$ cat config.mk
export PLATFORM = sky130hd
export DESIGN_NAME = seconds_counter_calendar
export DESIGN_NICKNAME = d
export VERILOG_FILES = /design/src/hw/rtl/scc_pkg.sv /design/src/hw/rtl/scc_div.sv /design/src/hw/rtl/scc_wkday.sv /design/src/hw/rtl/seconds_counter_calendar.sv
export SDC_FILE = /design/constraint.sdc
export NUM_CORES = 1
export LEC_CHECK = 0
export BUFFER_PORTS_ARGS = -buffer_cell sky130_fd_sc_hd__buf_2
export CAP_MARGIN = 20
export CORE_MARGIN = 3
export CORE_UTILIZATION = 45
export CTS_CLUSTER_DIAMETER = 40
export DETAILED_ROUTE_END_ITERATION = 7
export PLACE_DENSITY = 0.7
export SLEW_MARGIN = 20
export SYNTH_ARGS = -nofsm -noshare
export SYNTH_HDL_FRONTEND = slang
export SYNTH_SLANG_ARGS = --single-unit
$ cat constraint.sdc
create_clock -name i_clk -period 10.5 [get_ports i_clk]
set_input_delay 1.575 -clock i_clk [delete_from_list [all_inputs] [get_ports i_clk]]
set_output_delay 1.575 -clock i_clk [all_outputs]
set_load 0.01 [all_outputs]
$ cat src/hw/rtl/scc_pkg.sv
package scc_pkg;

    typedef enum logic [4:0] {
        S_IDLE,
        S_CY,
        S_CM,
        S_CD,
        S_CMUL,
        S_CSUM,
        S_DV1,
        S_DW1,
        S_DV2,
        S_DW2,
        S_DV3,
        S_DW3,
        S_DY,
        S_DM,
        S_WK,
        S_WKW,
        S_OUT
    } t_state;

    localparam logic [1:0] FUNC_TICK = 2'd0;
    localparam logic [1:0] FUNC_LOAD = 2'd1;
    localparam logic [1:0] FUNC_CAL  = 2'd2;

    localparam int DIVW = 17;
    localparam logic [DIVW-1:0] SECS_PER_DAY  = 17'd86400;
    localparam logic [DIVW-1:0] SECS_PER_HOUR = 17'd3600;
    localparam logic [DIVW-1:0] SECS_PER_MIN  = 17'd60;

    function automatic logic [4:0] month_len(input logic [3:0] m, input logic leap);
        logic [4:0] len;
        case (m)
            4'd2: len = leap ? 5'd29 : 5'd28;
            4'd4, 4'd6, 4'd9, 4'd11: len = 5'd30;
            default: len = 5'd31;
        endcase
        return len;
    endfunction

    function automatic logic [2:0] wk_offset(input logic [3:0] m);
        logic [2:0] off;
        case (m)
            4'd2: off = 3'd3;
            4'd3: off = 3'd3;
            4'd4: off = 3'd6;
            4'd5: off = 3'd1;
            4'd6: off = 3'd4;
            4'd7: off = 3'd6;
            4'd8: off = 3'd2;
            4'd9: off = 3'd5;
            4'd11: off = 3'd3;
            4'd12: off = 3'd5;
            default: off = 3'd0;
        endcase
        return off;
    endfunction

endpackage

$ cat src/hw/rtl/scc_div.sv
module scc_div #(
    parameter int W  = 32,
    parameter int DW = 17
) (
    input  logic          i_clk,
    input  logic          i_rst_n,
    input  logic          i_start,
    input  logic [W-1:0]  i_dividend,
    input  logic [DW-1:0] i_divisor,
    output logic          o_done,
    output logic [W-1:0]  o_quot,
    output logic [DW-1:0] o_rem
);
    localparam int CW = $clog2(W + 1);

    logic [W-1:0]  r_q;
    logic [DW-1:0] r_rem;
    logic [DW-1:0] r_dvs;
    logic [CW-1:0] r_n;
    logic          r_busy;
    logic          r_done;
    logic [DW:0]   w_sh;
    logic [DW:0]   w_diff;
    logic          w_ge;

    assign w_sh   = {r_rem, r_q[W-1]};
    assign w_ge   = w_sh >= {1'b0, r_dvs};
    assign w_diff = w_sh - {1'b0, r_dvs};

    always_ff @(posedge i_clk) begin
        if (!i_rst_n) begin
            r_busy <= 1'b0;
            r_done <= 1'b0;
            r_n    <= '0;
        end else begin
            r_done <= 1'b0;
            if (i_start) begin
                r_busy <= 1'b1;
                r_n    <= CW'(W);
                r_q    <= i_dividend;
                r_rem  <= '0;
                r_dvs  <= i_divisor;
            end else if (r_busy) begin
                r_q   <= {r_q[W-2:0], w_ge};
                r_rem <= w_ge ? w_diff[DW-1:0] : w_sh[DW-1:0];
                r_n   <= r_n - 1'b1;
                if (r_n == CW'(1)) begin
                    r_busy <= 1'b0;
                    r_done <= 1'b1;
                end
            end
        end
    end

    assign o_done = r_done;
    assign o_quot = r_q;
    assign o_rem  = r_rem;
endmodule

$ cat src/hw/rtl/scc_wkday.sv
module scc_wkday (
    input  logic       i_clk,
    input  logic       i_rst_n,
    input  logic       i_start,
    input  logic       i_ge2000,
    input  logic [6:0] i_lo,
    input  logic [3:0] i_month,
    input  logic [4:0] i_day,
    output logic       o_done,
    output logic [2:0] o_weekday
);
    import scc_pkg::*;

    logic [8:0] r_t;
    logic       r_busy;
    logic [7:0] w_lo;
    logic [8:0] w_sum;
    logic       w_adj;

    assign w_lo  = {1'b0, i_lo} + (i_ge2000 ? 8'd100 : 8'd0);
    assign w_adj = (i_lo[1:0] == 2'd0) && (i_month < 4'd3);
    assign w_sum = {1'b0, w_lo} + {3'b0, w_lo[7:2]} + {4'b0, i_day}
                 + {6'b0, wk_offset(i_month)} - {8'b0, w_adj};

    always_ff @(posedge i_clk) begin
        if (!i_rst_n) begin
            r_busy <= 1'b0;
        end else if (i_start) begin
            r_busy <= 1'b1;
            r_t    <= w_sum;
        end else if (r_busy) begin
            if (r_t >= 9'd7) begin
                r_t <= r_t - 9'd7;
            end else begin
                r_busy <= 1'b0;
            end
        end
    end

    assign o_done    = r_busy && (r_t < 9'd7);
    assign o_weekday = (r_t[2:0] == 3'd0) ? 3'd7 : r_t[2:0];
endmodule

$ cat src/hw/rtl/seconds_counter_calendar.sv
// Real-time clock that keeps a 32-bit seconds count from January 1 of YEAR_BASE and answers
// every request with one result: the count, the calendar date and time, and the weekday
// (1 Monday to 7 Sunday). A tick request runs three bit-serial divisions, steps through the
// elapsed years since YEAR_BASE one at a time, then through the months, and reduces the
// weekday sum by repeated subtraction of seven. A calendar load first steps through each
// year from YEAR_BASE to the loaded year and each month, then adds the day and the time.
// One request is handled at a time; a new one is taken while the last result waits on the output.
module seconds_counter_calendar #(
    parameter int YEAR_BASE = 2000
) (
    input  logic        i_clk,
    input  logic        i_rst_n,
    input  logic        i_s_tvalid,
    output logic        o_s_tready,
    // count_value[31:0], set_year[43:32], set_month[47:44], set_date[52:48],
    // set_hours[57:53], set_minutes[63:58], set_seconds[69:64], zero pad[71:70]
    input  logic [71:0] i_s_tdata,
    // func[1:0]
    input  logic [1:0]  i_s_tuser,
    output logic        o_m_tvalid,
    input  logic        i_m_tready,
    // count[31:0], year[43:32], month[47:44], date[52:48], hours[57:53],
    // minutes[63:58], seconds[69:64], weekday[72:70], zero pad[79:73]
    output logic [79:0] o_m_tdata
);
    import scc_pkg::*;

    localparam logic [11:0] BASE     = 12'(YEAR_BASE);
    localparam logic [1:0]  BASE_M4  = 2'(YEAR_BASE % 4);
    localparam logic [6:0]  BASE_M100 = 7'(YEAR_BASE % 100);
    localparam logic [8:0]  BASE_M400 = 9'(YEAR_BASE % 400);

    t_state r_state, n_state;
    logic [31:0] r_cnt, n_cnt;
    logic [31:0] r_acc, n_acc;
    logic [31:0] r_prod, n_prod;
    logic [16:0] r_hms, n_hms;
    logic [11:0] r_sy, n_sy;
    logic [3:0]  r_smo, n_smo;
    logic [4:0]  r_sd, n_sd;
    logic [4:0]  r_sh, n_sh;
    logic [5:0]  r_smi, n_smi;
    logic [5:0]  r_ss, n_ss;
    logic [11:0] r_y, n_y;
    logic [1:0]  r_y4, n_y4;
    logic [6:0]  r_y100, n_y100;
    logic [8:0]  r_y400, n_y400;
    logic [3:0]  r_m, n_m;
    logic [15:0] r_days, n_days;
    logic [16:0] r_rem, n_rem;
    logic [4:0]  r_hours, n_hours;
    logic [5:0]  r_min, n_min;
    logic [5:0]  r_sec, n_sec;
    logic [2:0]  r_wk, n_wk;
    logic        r_ov, n_ov;
    logic [79:0] r_odata, n_odata;

    logic        w_accept;
    logic        w_leap;
    logic [8:0]  w_ylen;
    logic [4:0]  w_mlen;
    logic [3:0]  w_moc;
    logic        w_div_start;
    logic [31:0] w_div_a;
    logic [16:0] w_div_b;
    logic        w_div_done;
    logic [31:0] w_div_q;
    logic [16:0] w_div_r;
    logic        w_wk_start;
    logic        w_wk_done;
    logic [2:0]  w_wk;

    assign w_accept = i_s_tvalid && o_s_tready;
    assign w_leap   = ((r_y4 == 2'd0) && (r_y100 != 7'd0)) || (r_y400 == 9'd0);
    assign w_ylen   = w_leap ? 9'd366 : 9'd365;
    assign w_mlen   = month_len(r_m, w_leap);
    assign w_moc    = (r_smo == 4'd0) ? 4'd1 : ((r_smo > 4'd12) ? 4'd12 : r_smo);

    scc_div #(.W(32), .DW(DIVW)) u_div (
        .i_clk      (i_clk),
        .i_rst_n    (i_rst_n),
        .i_start    (w_div_start),
        .i_dividend (w_div_a),
        .i_divisor  (w_div_b),
        .o_done     (w_div_done),
        .o_quot     (w_div_q),
        .o_rem      (w_div_r)
    );

    scc_wkday u_wkday (
        .i_clk     (i_clk),
        .i_rst_n   (i_rst_n),
        .i_start   (w_wk_start),
        .i_ge2000  (r_y >= 12'd2000),
        .i_lo      (r_y100),
        .i_month   (r_m),
        .i_day     (r_days[4:0] + 5'd1),
        .o_done    (w_wk_done),
        .o_weekday (w_wk)
    );

    always_ff @(posedge i_clk) begin
        if (!i_rst_n) begin
            r_state <= S_IDLE;
            r_cnt   <= '0;
            r_ov    <= 1'b0;
        end else begin
            r_state <= n_state;
            r_cnt   <= n_cnt;
            r_ov    <= n_ov;
        end
    end

    always_ff @(posedge i_clk) begin
        r_acc   <= n_acc;
        r_prod  <= n_prod;
        r_hms   <= n_hms;
        r_sy    <= n_sy;
        r_smo   <= n_smo;
        r_sd    <= n_sd;
        r_sh    <= n_sh;
        r_smi   <= n_smi;
        r_ss    <= n_ss;
        r_y     <= n_y;
        r_y4    <= n_y4;
        r_y100  <= n_y100;
        r_y400  <= n_y400;
        r_m     <= n_m;
        r_days  <= n_days;
        r_rem   <= n_rem;
        r_hours <= n_hours;
        r_min   <= n_min;
        r_sec   <= n_sec;
        r_wk    <= n_wk;
        r_odata <= n_odata;
    end

    always_comb begin
        n_state = r_state;
        n_cnt   = r_cnt;
        n_acc   = r_acc;
        n_prod  = r_prod;
        n_hms   = r_hms;
        n_sy    = r_sy;
        n_smo   = r_smo;
        n_sd    = r_sd;
        n_sh    = r_sh;
        n_smi   = r_smi;
        n_ss    = r_ss;
        n_y     = r_y;
        n_y4    = r_y4;
        n_y100  = r_y100;
        n_y400  = r_y400;
        n_m     = r_m;
        n_days  = r_days;
        n_rem   = r_rem;
        n_hours = r_hours;
        n_min   = r_min;
        n_sec   = r_sec;
        n_wk    = r_wk;
        n_odata = r_odata;
        n_ov    = r_ov && !i_m_tready;
        o_s_tready  = 1'b0;
        w_div_start = 1'b0;
        w_div_a     = r_cnt;
        w_div_b     = SECS_PER_DAY;
        w_wk_start  = 1'b0;

        case (r_state)
            S_IDLE: begin
                o_s_tready = 1'b1;
                if (i_s_tvalid) begin
                    n_sy   = i_s_tdata[43:32];
                    n_smo  = i_s_tdata[47:44];
                    n_sd   = i_s_tdata[52:48];
                    n_sh   = i_s_tdata[57:53];
                    n_smi  = i_s_tdata[63:58];
                    n_ss   = i_s_tdata[69:64];
                    n_y    = BASE;
                    n_y4   = BASE_M4;
                    n_y100 = BASE_M100;
                    n_y400 = BASE_M400;
                    n_acc  = '0;
                    n_state = S_DV1;
                    case (i_s_tuser)
                        FUNC_TICK: n_cnt = r_cnt + 32'd1;
                        FUNC_LOAD: n_cnt = i_s_tdata[31:0];
                        FUNC_CAL: begin
                            if (i_s_tdata[43:32] < BASE) begin
                                n_cnt = '0;
                            end else begin
                                n_state = S_CY;
                            end
                        end
                        default: n_cnt = r_cnt;
                    endcase
                end
            end
            S_CY: begin
                if (r_y == r_sy) begin
                    n_m     = 4'd1;
                    n_state = S_CM;
                end else begin
                    n_acc  = r_acc + {23'b0, w_ylen};
                    n_y    = r_y + 12'd1;
                    n_y4   = r_y4 + 2'd1;
                    n_y100 = (r_y100 == 7'd99) ? 7'd0 : r_y100 + 7'd1;
                    n_y400 = (r_y400 == 9'd399) ? 9'd0 : r_y400 + 9'd1;
                end
            end
            S_CM: begin
                if (r_m == w_moc) begin
                    n_state = S_CD;
                end else begin
                    n_acc = r_acc + {27'b0, w_mlen};
                    n_m   = r_m + 4'd1;
                end
            end
            S_CD: begin
                n_acc   = r_acc + {27'b0, r_sd} - 32'd1;
                n_state = S_CMUL;
            end
            S_CMUL: begin
                n_prod  = r_acc * {15'b0, SECS_PER_DAY};
                n_hms   = 17'(r_sh * SECS_PER_HOUR) + 17'(r_smi * SECS_PER_MIN)
                        + {11'b0, r_ss};
                n_state = S_CSUM;
            end
            S_CSUM: begin
                n_cnt   = r_prod + {15'b0, r_hms};
                n_state = S_DV1;
            end
            S_DV1: begin
                w_div_start = 1'b1;
                n_state     = S_DW1;
            end
            S_DW1: begin
                if (w_div_done) begin
                    n_days  = w_div_q[15:0];
                    n_rem   = w_div_r;
                    n_state = S_DV2;
                end
            end
            S_DV2: begin
                w_div_start = 1'b1;
                w_div_a     = {15'b0, r_rem};
                w_div_b     = SECS_PER_HOUR;
                n_state     = S_DW2;
            end
            S_DW2: begin
                if (w_div_done) begin
                    n_hours = w_div_q[4:0];
                    n_rem   = w_div_r;
                    n_state = S_DV3;
                end
            end
            S_DV3: begin
                w_div_start = 1'b1;
                w_div_a     = {15'b0, r_rem};
                w_div_b     = SECS_PER_MIN;
                n_state     = S_DW3;
            end
            S_DW3: begin
                if (w_div_done) begin
                    n_min   = w_div_q[5:0];
                    n_sec   = w_div_r[5:0];
                    n_y     = BASE;
                    n_y4    = BASE_M4;
                    n_y100  = BASE_M100;
                    n_y400  = BASE_M400;
                    n_state = S_DY;
                end
            end
            S_DY: begin
                if (r_days >= {7'b0, w_ylen}) begin
                    n_days = r_days - {7'b0, w_ylen};
                    n_y    = r_y + 12'd1;
                    n_y4   = r_y4 + 2'd1;
                    n_y100 = (r_y100 == 7'd99) ? 7'd0 : r_y100 + 7'd1;
                    n_y400 = (r_y400 == 9'd399) ? 9'd0 : r_y400 + 9'd1;
                end else begin
                    n_m     = 4'd1;
                    n_state = S_DM;
                end
            end
            S_DM: begin
                if ((r_days >= {11'b0, w_mlen}) && (r_m < 4'd12)) begin
                    n_days = r_days - {11'b0, w_mlen};
                    n_m    = r_m + 4'd1;
                end else begin
                    n_state = S_WK;
                end
            end
            S_WK: begin
                w_wk_start = 1'b1;
                n_state    = S_WKW;
            end
            S_WKW: begin
                if (w_wk_done) begin
                    n_wk    = w_wk;
                    n_state = S_OUT;
                end
            end
            S_OUT: begin
                if (!r_ov || i_m_tready) begin
                    n_ov    = 1'b1;
                    n_odata = {7'b0, r_wk, r_sec, r_min, r_hours, r_days[4:0] + 5'd1,
                               r_m, r_y, r_cnt};
                    n_state = S_IDLE;
                end
            end
            default: n_state = S_IDLE;
        endcase
    end

    assign o_m_tvalid = r_ov;
    assign o_m_tdata  = r_odata;

    a_count_out: assert property (@(posedge i_clk) disable iff (!i_rst_n)
        $rose(o_m_tvalid) |-> (o_m_tdata[31:0] == r_cnt))
        else $error("result count differs from the held count");

    a_time_range: assert property (@(posedge i_clk) disable iff (!i_rst_n)
        o_m_tvalid |-> (o_m_tdata[57:53] < 5'd24) && (o_m_tdata[63:58] < 6'd60)
                       && (o_m_tdata[69:64] < 6'd60))
        else $error("time of day out of range");

    a_month_range: assert property (@(posedge i_clk) disable iff (!i_rst_n)
        o_m_tvalid |-> (o_m_tdata[47:44] != 4'd0) && (o_m_tdata[47:44] < 4'd13)
                       && (o_m_tdata[72:70] != 3'd0))
        else $error("month or weekday out of range");

    a_busy_ready: assert property (@(posedge i_clk) disable iff (!i_rst_n)
        (r_state != S_IDLE) |-> !o_s_tready)
        else $error("request taken while busy");
endmodule

# After elaboration in Yosys (flattened, before gate mapping)
# Memory sizes are Yosys's and may differ from the RTL's. A register that Yosys moved wholly into a read port is not among the register bits.
# Index checks and enable logic that the tools add are counted.
[op_classes]
n_reduce_logical = 46
n_addsub = 24
n_eq_ne = 44
n_mul = 3
magnitude_cmp = 10
bitwise = 2
mux = 82
[op_table]
columns = ["op", "count"]
rows = [
  ["$mux 32", 8],
  ["$pmux 32 s4", 1],
  ["$pmux 32 s3", 1],
  ["$pmux 5 s17", 1],
  ["$mux 9", 8],
  ["$add 32x5->32", 2],
  ["$pmux 32 s2", 1],
  ["$mux 5", 10],
  ["$mux 12", 4],
  ["$mux 16", 3],
  ["$pmux 12 s4", 1],
  ["$pmux 16 s3", 1],
  ["$mux 7", 6],
  ["$eq 5x4->1 const B", 8],
  ["$pmux 9 s4", 1],
  ["$mux 17", 2],
  ["$pmux 17 s2", 1],
  ["$add 32x1->32 const B", 1],
  ["$add 32x17->32", 1],
  ["$add 32x9->32", 1],
  ["$mul 32x10->25 const B", 1],
  ["$sub 32x1->32 const B", 1],
  ["$mux 4", 7],
  ["$pmux 7 s4", 1],
  ["76 further kinds", 139],
]
[word_totals]
romBits = 48
out_inout_bits = 82
reg_bits = 394
memories = 1
word_cells = 245
[mem_list]
columns = ["memory", "depth", "width", "rd", "rd_clocked_by_memory_dff", "wr", "line", "source"]
rows = [
  ["(no name shown)", 16, 3, 1, 1, 0, "scc_pkg.sv:44", "case (m)"],
]

# Longest topological paths before layout
[logic_depth]
word_depth = 10
mapped_depth = 23
mapped_depth_nobuf = 22

# Modules after synthesis
# Synthesis repeated with hierarchy kept, for this count alone.
[unflattened]
cells_unflattened = 2436
hier_area_um2 = 25928.6
[modules_own_cells]
columns = ["mod", "seq_area_each_um2", "area_per_inst_um2", "n_inst", "cells_per_inst"]
rows = [
  ["seconds_counter_calendar", 8718.4, 20405.8, 1, 1943],
  ["scc_div", 2142.1, 3998.8, 1, 327],
  ["scc_wkday", 290.3, 1524.0, 1, 166],
]

# Least setup slack after synthesis
# No wires, ideal clock.
[synth_timing]
kind = "reg-to-reg"
startpoint = "reg r_y400[2]"
endpoint = "reg r_y100[0], enable pin"
arrival_ns = 7.069
period_less_slack_ns = 7.648
path_stages_with_launch = 10
required_ns = 9.920
slack_ns = 2.852
cell_sequence = "edfxtp_1 > nor4_1 > a32o_1 > inv_1 > ha_1 > fa_1 > o21bai_1 > a221oi_1 > and3_2 > a2111oi_0"
[synth_via]
elab_chain_len = 6
[synth_rtl]
columns = ["item", "line", "source"]
rows = [
  ["start, declared", "seconds_counter_calendar.sv:47", "logic [8:0] r_y400, n_y400;"],
  ["start signal, assigned", "seconds_counter_calendar.sv:127", "r_y400 <= n_y400;"],
  ["$logic_not 9->1", "seconds_counter_calendar.sv:74", "assign w_leap = ((r_y4 == 2'd0) && (r_y100 != 7'd0)) || (r_y400 == 9'd0);"],
  ["$logic_or 1x1->1", "seconds_counter_calendar.sv:74", ""],
  ["$mux 2", "seconds_counter_calendar.sv:75", "assign w_ylen = w_leap ? 9'd366 : 9'd365;"],
  ["$ge 16x9->1", "seconds_counter_calendar.sv:275", "if (r_days >= {7'b0, w_ylen}) begin"],
  ["$ne 2x2->1 (no line)", "-", ""],
  ["$reduce_and 5->1 (no line)", "-", ""],
  ["end signal, assigned", "seconds_counter_calendar.sv:126", "r_y100 <= n_y100;"],
  ["end, declared", "seconds_counter_calendar.sv:46", "logic [6:0] r_y100, n_y100;"],
]
# No other way between the ends.
# A chain may end at the register's enable or synchronous reset.

# Worst setup path in the final report
[layout_timing]
startpoint = "reg r_acc[2]"
endpoint = "reg r_prod[31], data pin"
[layout_via]
elab_chain_len = 1
[layout_rtl]
columns = ["item", "line", "source"]
rows = [
  ["start, declared", "seconds_counter_calendar.sv:35", "logic [31:0] r_acc, n_acc;"],
  ["start signal, assigned", "seconds_counter_calendar.sv:115", "r_acc <= n_acc;"],
  ["$mul 32x10->25", "seconds_counter_calendar.sv:224", "n_prod = r_acc * {15'b0, SECS_PER_DAY};"],
  ["end signal, assigned", "seconds_counter_calendar.sv:116", "r_prod <= n_prod;"],
  ["end, declared", "seconds_counter_calendar.sv:36", "logic [31:0] r_prod, n_prod;"],
]
# No other way between the ends.

==> results by group <==
Hold path
  – Worst hold start: r_wk[1]
  – Min-Delay Endpoint: o_m_tdata[71]
  – Worst min path class: register to register
  – Hold path depth: 0

Finish
  – Area growth from synthesis to layout: 14.6%
  – Fill count: 4763
  – Layout cell share with drive strength beyond 1: 12.3%
  – Area of the multi-input gates: 12800 um^2
  – # nets final: 2937
  – Post-layout instance area: 28500 um^2
  – Storage element area: 10800 um^2
  – Commonest cells after routing, fill and taps aside: edfxtp_1, inv_1, ha_1, nor2_1, nand2_1
  – Commonest non-fill, non-tap cell in the layout: edfxtp_1

Place
  – DP HPWL: 43800 um
  – I/O Buffers: 150
  – Placer congestion estimate: 0.907
  – Placed cell area: 26500 um^2
  – Post-Place Setup Slack: 5.09 ns

Synthesis
  – Primary FF master, synth: edfxtp_1
  – Register area share after synthesis: 43.4%
  – FF+latch count, synth: 377
  – Post-Syn Area per Cell: 10.5 um^2
  – Yosys warnings: 0
  – Ys async rst share: 0%
  – Unique masters post-synth: 83
  – Post-synth EDFFs: 327
  – Cells after Synth: 2381
  – Mapped Area: 24900 um^2

Routing
  – Pre-antenna DRT Iters: 7
  – DRC: 0
  – Via/cell ratio: 5.49
  – Final WL: 58500 um
  – Final ANT Viol Nets: 0
  – Drt first-iter violations: 1609
  – Via count: 18317
  – Drt wl/cell: 17.5 um

Timing
  – Fmax: 184 MHz
  – Setup TNS: 0 ns
  – Worst slew margin: 29.7%
  – Final setup violation count: 0
  – Final Hold Viols: 0
  – Worst-margin pin slew: 1.05 ns
  – Worst setup margin: 5.07 ns
  – Max Slew Vio Count: 0
  – Final period utilization: 51.7%
  – Min Clock Period, post-route: 5.43 ns
  – RSZ-0062 raised after global routing: false
  – Worst Clk Skew: 0.0318 ns

Clock network
  – Max clock buf depth: 3
  – CTS Buf Count: 60
  – # clock sinks: 377
  – Max H-tree Level: 2
  – Later-pin clock latency in the skew report: 0.63 ns
  – Hold bufs inserted after CTS: 0
  – Root buf cell: clkbuf_16
  – CTS tree: built
  – Post-CTS sizing: 0
  – Setup Fix Bufs, Post-CTS: 0
  – Worst-path clk slew: 0.06 ns

GRT
  – Gr usage total: 19.8%
  – Largest net degree at the start of global routing: 74
  – GRT overflow: 0
  – Initial antenna violation count: 3
  – First-pass GRT wire length: 92600 um
  – Vias in the first global route: 18106

Floorplanning
  – Total I/O pin count: 160
  – Die height: 241 um
  – Die X: 241 um
  – Initial Util: 45.9%
  – Std cell rows: 85
  – Die area: 58200 um^2
  – Core Box Area: 54300 um^2

Setup path
  – Data arrival, critical path: 5.78 ns
  – Crit Path Class: register to register
  – End of the worst register-to-register path: r_prod[31]
  – Max FO, Critical Path: 8
  – Critical Path Source Type: register
  – R2R Setup Slk: 5.07 ns
  – Critical Path End Type: register
  – R2r startpoint: r_acc[2]
  – Reg2Reg Depth: 19
  – Critical Path RT: 10.85 ns

Outcome
  – Outcome: complete, no violations

Job
  – Max-Cap Viols: 0
-- how the worst max path moves through the flow --
| stage | start | to | slack, ns | depth (start not counted) |
|---|---|---|---|---|
| finish | r_acc[2] | r_prod[31] | 5.07 | 19 |
| global route | r_m[0] | register | 4.69 | 20 |
| CTS | r_acc[2] | r_prod[31] | 5.06 | 19 |
| detailed placement | r_acc[2] | r_prod[31] | 5.09 | 19 |
| global placement | r_acc[2] | r_prod[31] | 5.15 | 19 |
| floorplan | r_y400[2] | r_y100[0] | 2.85 | 9 |
-- state kept, by name (all words and copies together) (netlist names), 12 cells and up, named ones only --
register and count:
r_days 16, r_y 12, r_hms 17, r_sy 12, r_cnt 32, r_prod 25
r_acc 25, u_div.o_rem 17, u_div.o_quot 32, r_rem 17, o_m_tdata 73
-- synth_stat cells (all sizes together), types with 5 or more instances --
cell	number	area share, %
a2111oi	8	0.36
a211o	11	0.39
a211oi	23	0.73
a21boi	14	0.42
a21o	25	0.76
a21oi	142	2.9
a221o	5	0.20
a22o	18	0.63
a22oi	27	0.81
a31oi	12	0.33
and2	25	0.63
and3	22	0.56
buf	15	0.37
clkbuf	63	0.95
dfxtp	50	4.0
edfxtp	327	39
fa	77	6.2
ha	238	12
inv	272	4.1
mux2i	19	0.76
nand2	153	2.3
nand2b	30	0.75
nand3	44	0.88
nand4	19	0.48
nor2	173	2.6
nor2b	30	0.75
nor3	53	1.1
nor3b	5	0.15
nor4	11	0.28
o211a	7	0.28
o211ai	16	0.48
o21a	22	0.66
o21ai	101	2.0
o21bai	17	0.51
o221ai	6	0.21
o22ai	34	0.85
o311ai	5	0.18
or2	14	0.35
or3	9	0.25
xnor2	127	4.5
xor2	51	1.8
-- layout make-up --
cell class | instances | area share (%)
Clock inverter | 47 | 1.67
Sequential cell | 377 | 37.9
Inverter | 272 | 3.58
Timing Repair Buffer | 173 | 3.23
Antenna cell | 3 | 0.0263
Clock buffer | 66 | 5.41
Tap cell | 739 | 3.24
Multi-Input combinational cell | 1660 | 44.9
-- cells by family after synthesis --
logic type	share of synthesized area, %
flip-flops	43.4
AO/OA/AOI/OAI	14.3
buffers and inverters	5.41
XOR/XNOR	6.26
AND/OR/NAND/NOR	11.6
multiplexers	0.854
adder cells (fa/ha/maj)	18.1
other	0.0150
-- worst max-delay path: stages (launching register included) --
cell and delay [ns]:
edfxtp_1 0.54, ha_1 0.37, ha_1 0.28, inv_1 0.04, fa_1 0.47, inv_1 0.05, ha_1 0.27, inv_1 0.05
fa_1 0.50, inv_1 0.04, ha_1 0.36, a211o_1 0.31, o221a_2 0.26, o21a_1 0.12, o31a_1 0.25, o21ai_0 0.29
a21boi_0 0.24, a311oi_1 0.43, a21oi_1 0.15, xnor2_1 0.15
-- per-stage QoR --
stage / util [%] / hold slack, ns / cells
after floorplan: - / 0.400 / 2387
after global placement: 48.8 / 0.404 / 3221
after detailed placement: 48.8 / 0.405 / 3221
after CTS: 52.5 / 0.419 / 3334
after global routing: 52.5 / 0.421 / 3337
final: 52.5 / 0.418 / 3337
-- layer usage --
layer | vias up | global-route usage, % | part of all wire, %
li1 | 8815 | - | -
met1 | 8801 | 25.4 | 42
met2 | 579 | 33.7 | 48
met3 | 122 | 3.84 | 6.6
met4 | 0 | 7.17 | 3.3
met5 | - | 0 | 0
Power is not shown: default switching activity piles up to over one toggle a cycle in this logic, so the estimate is an artifact.
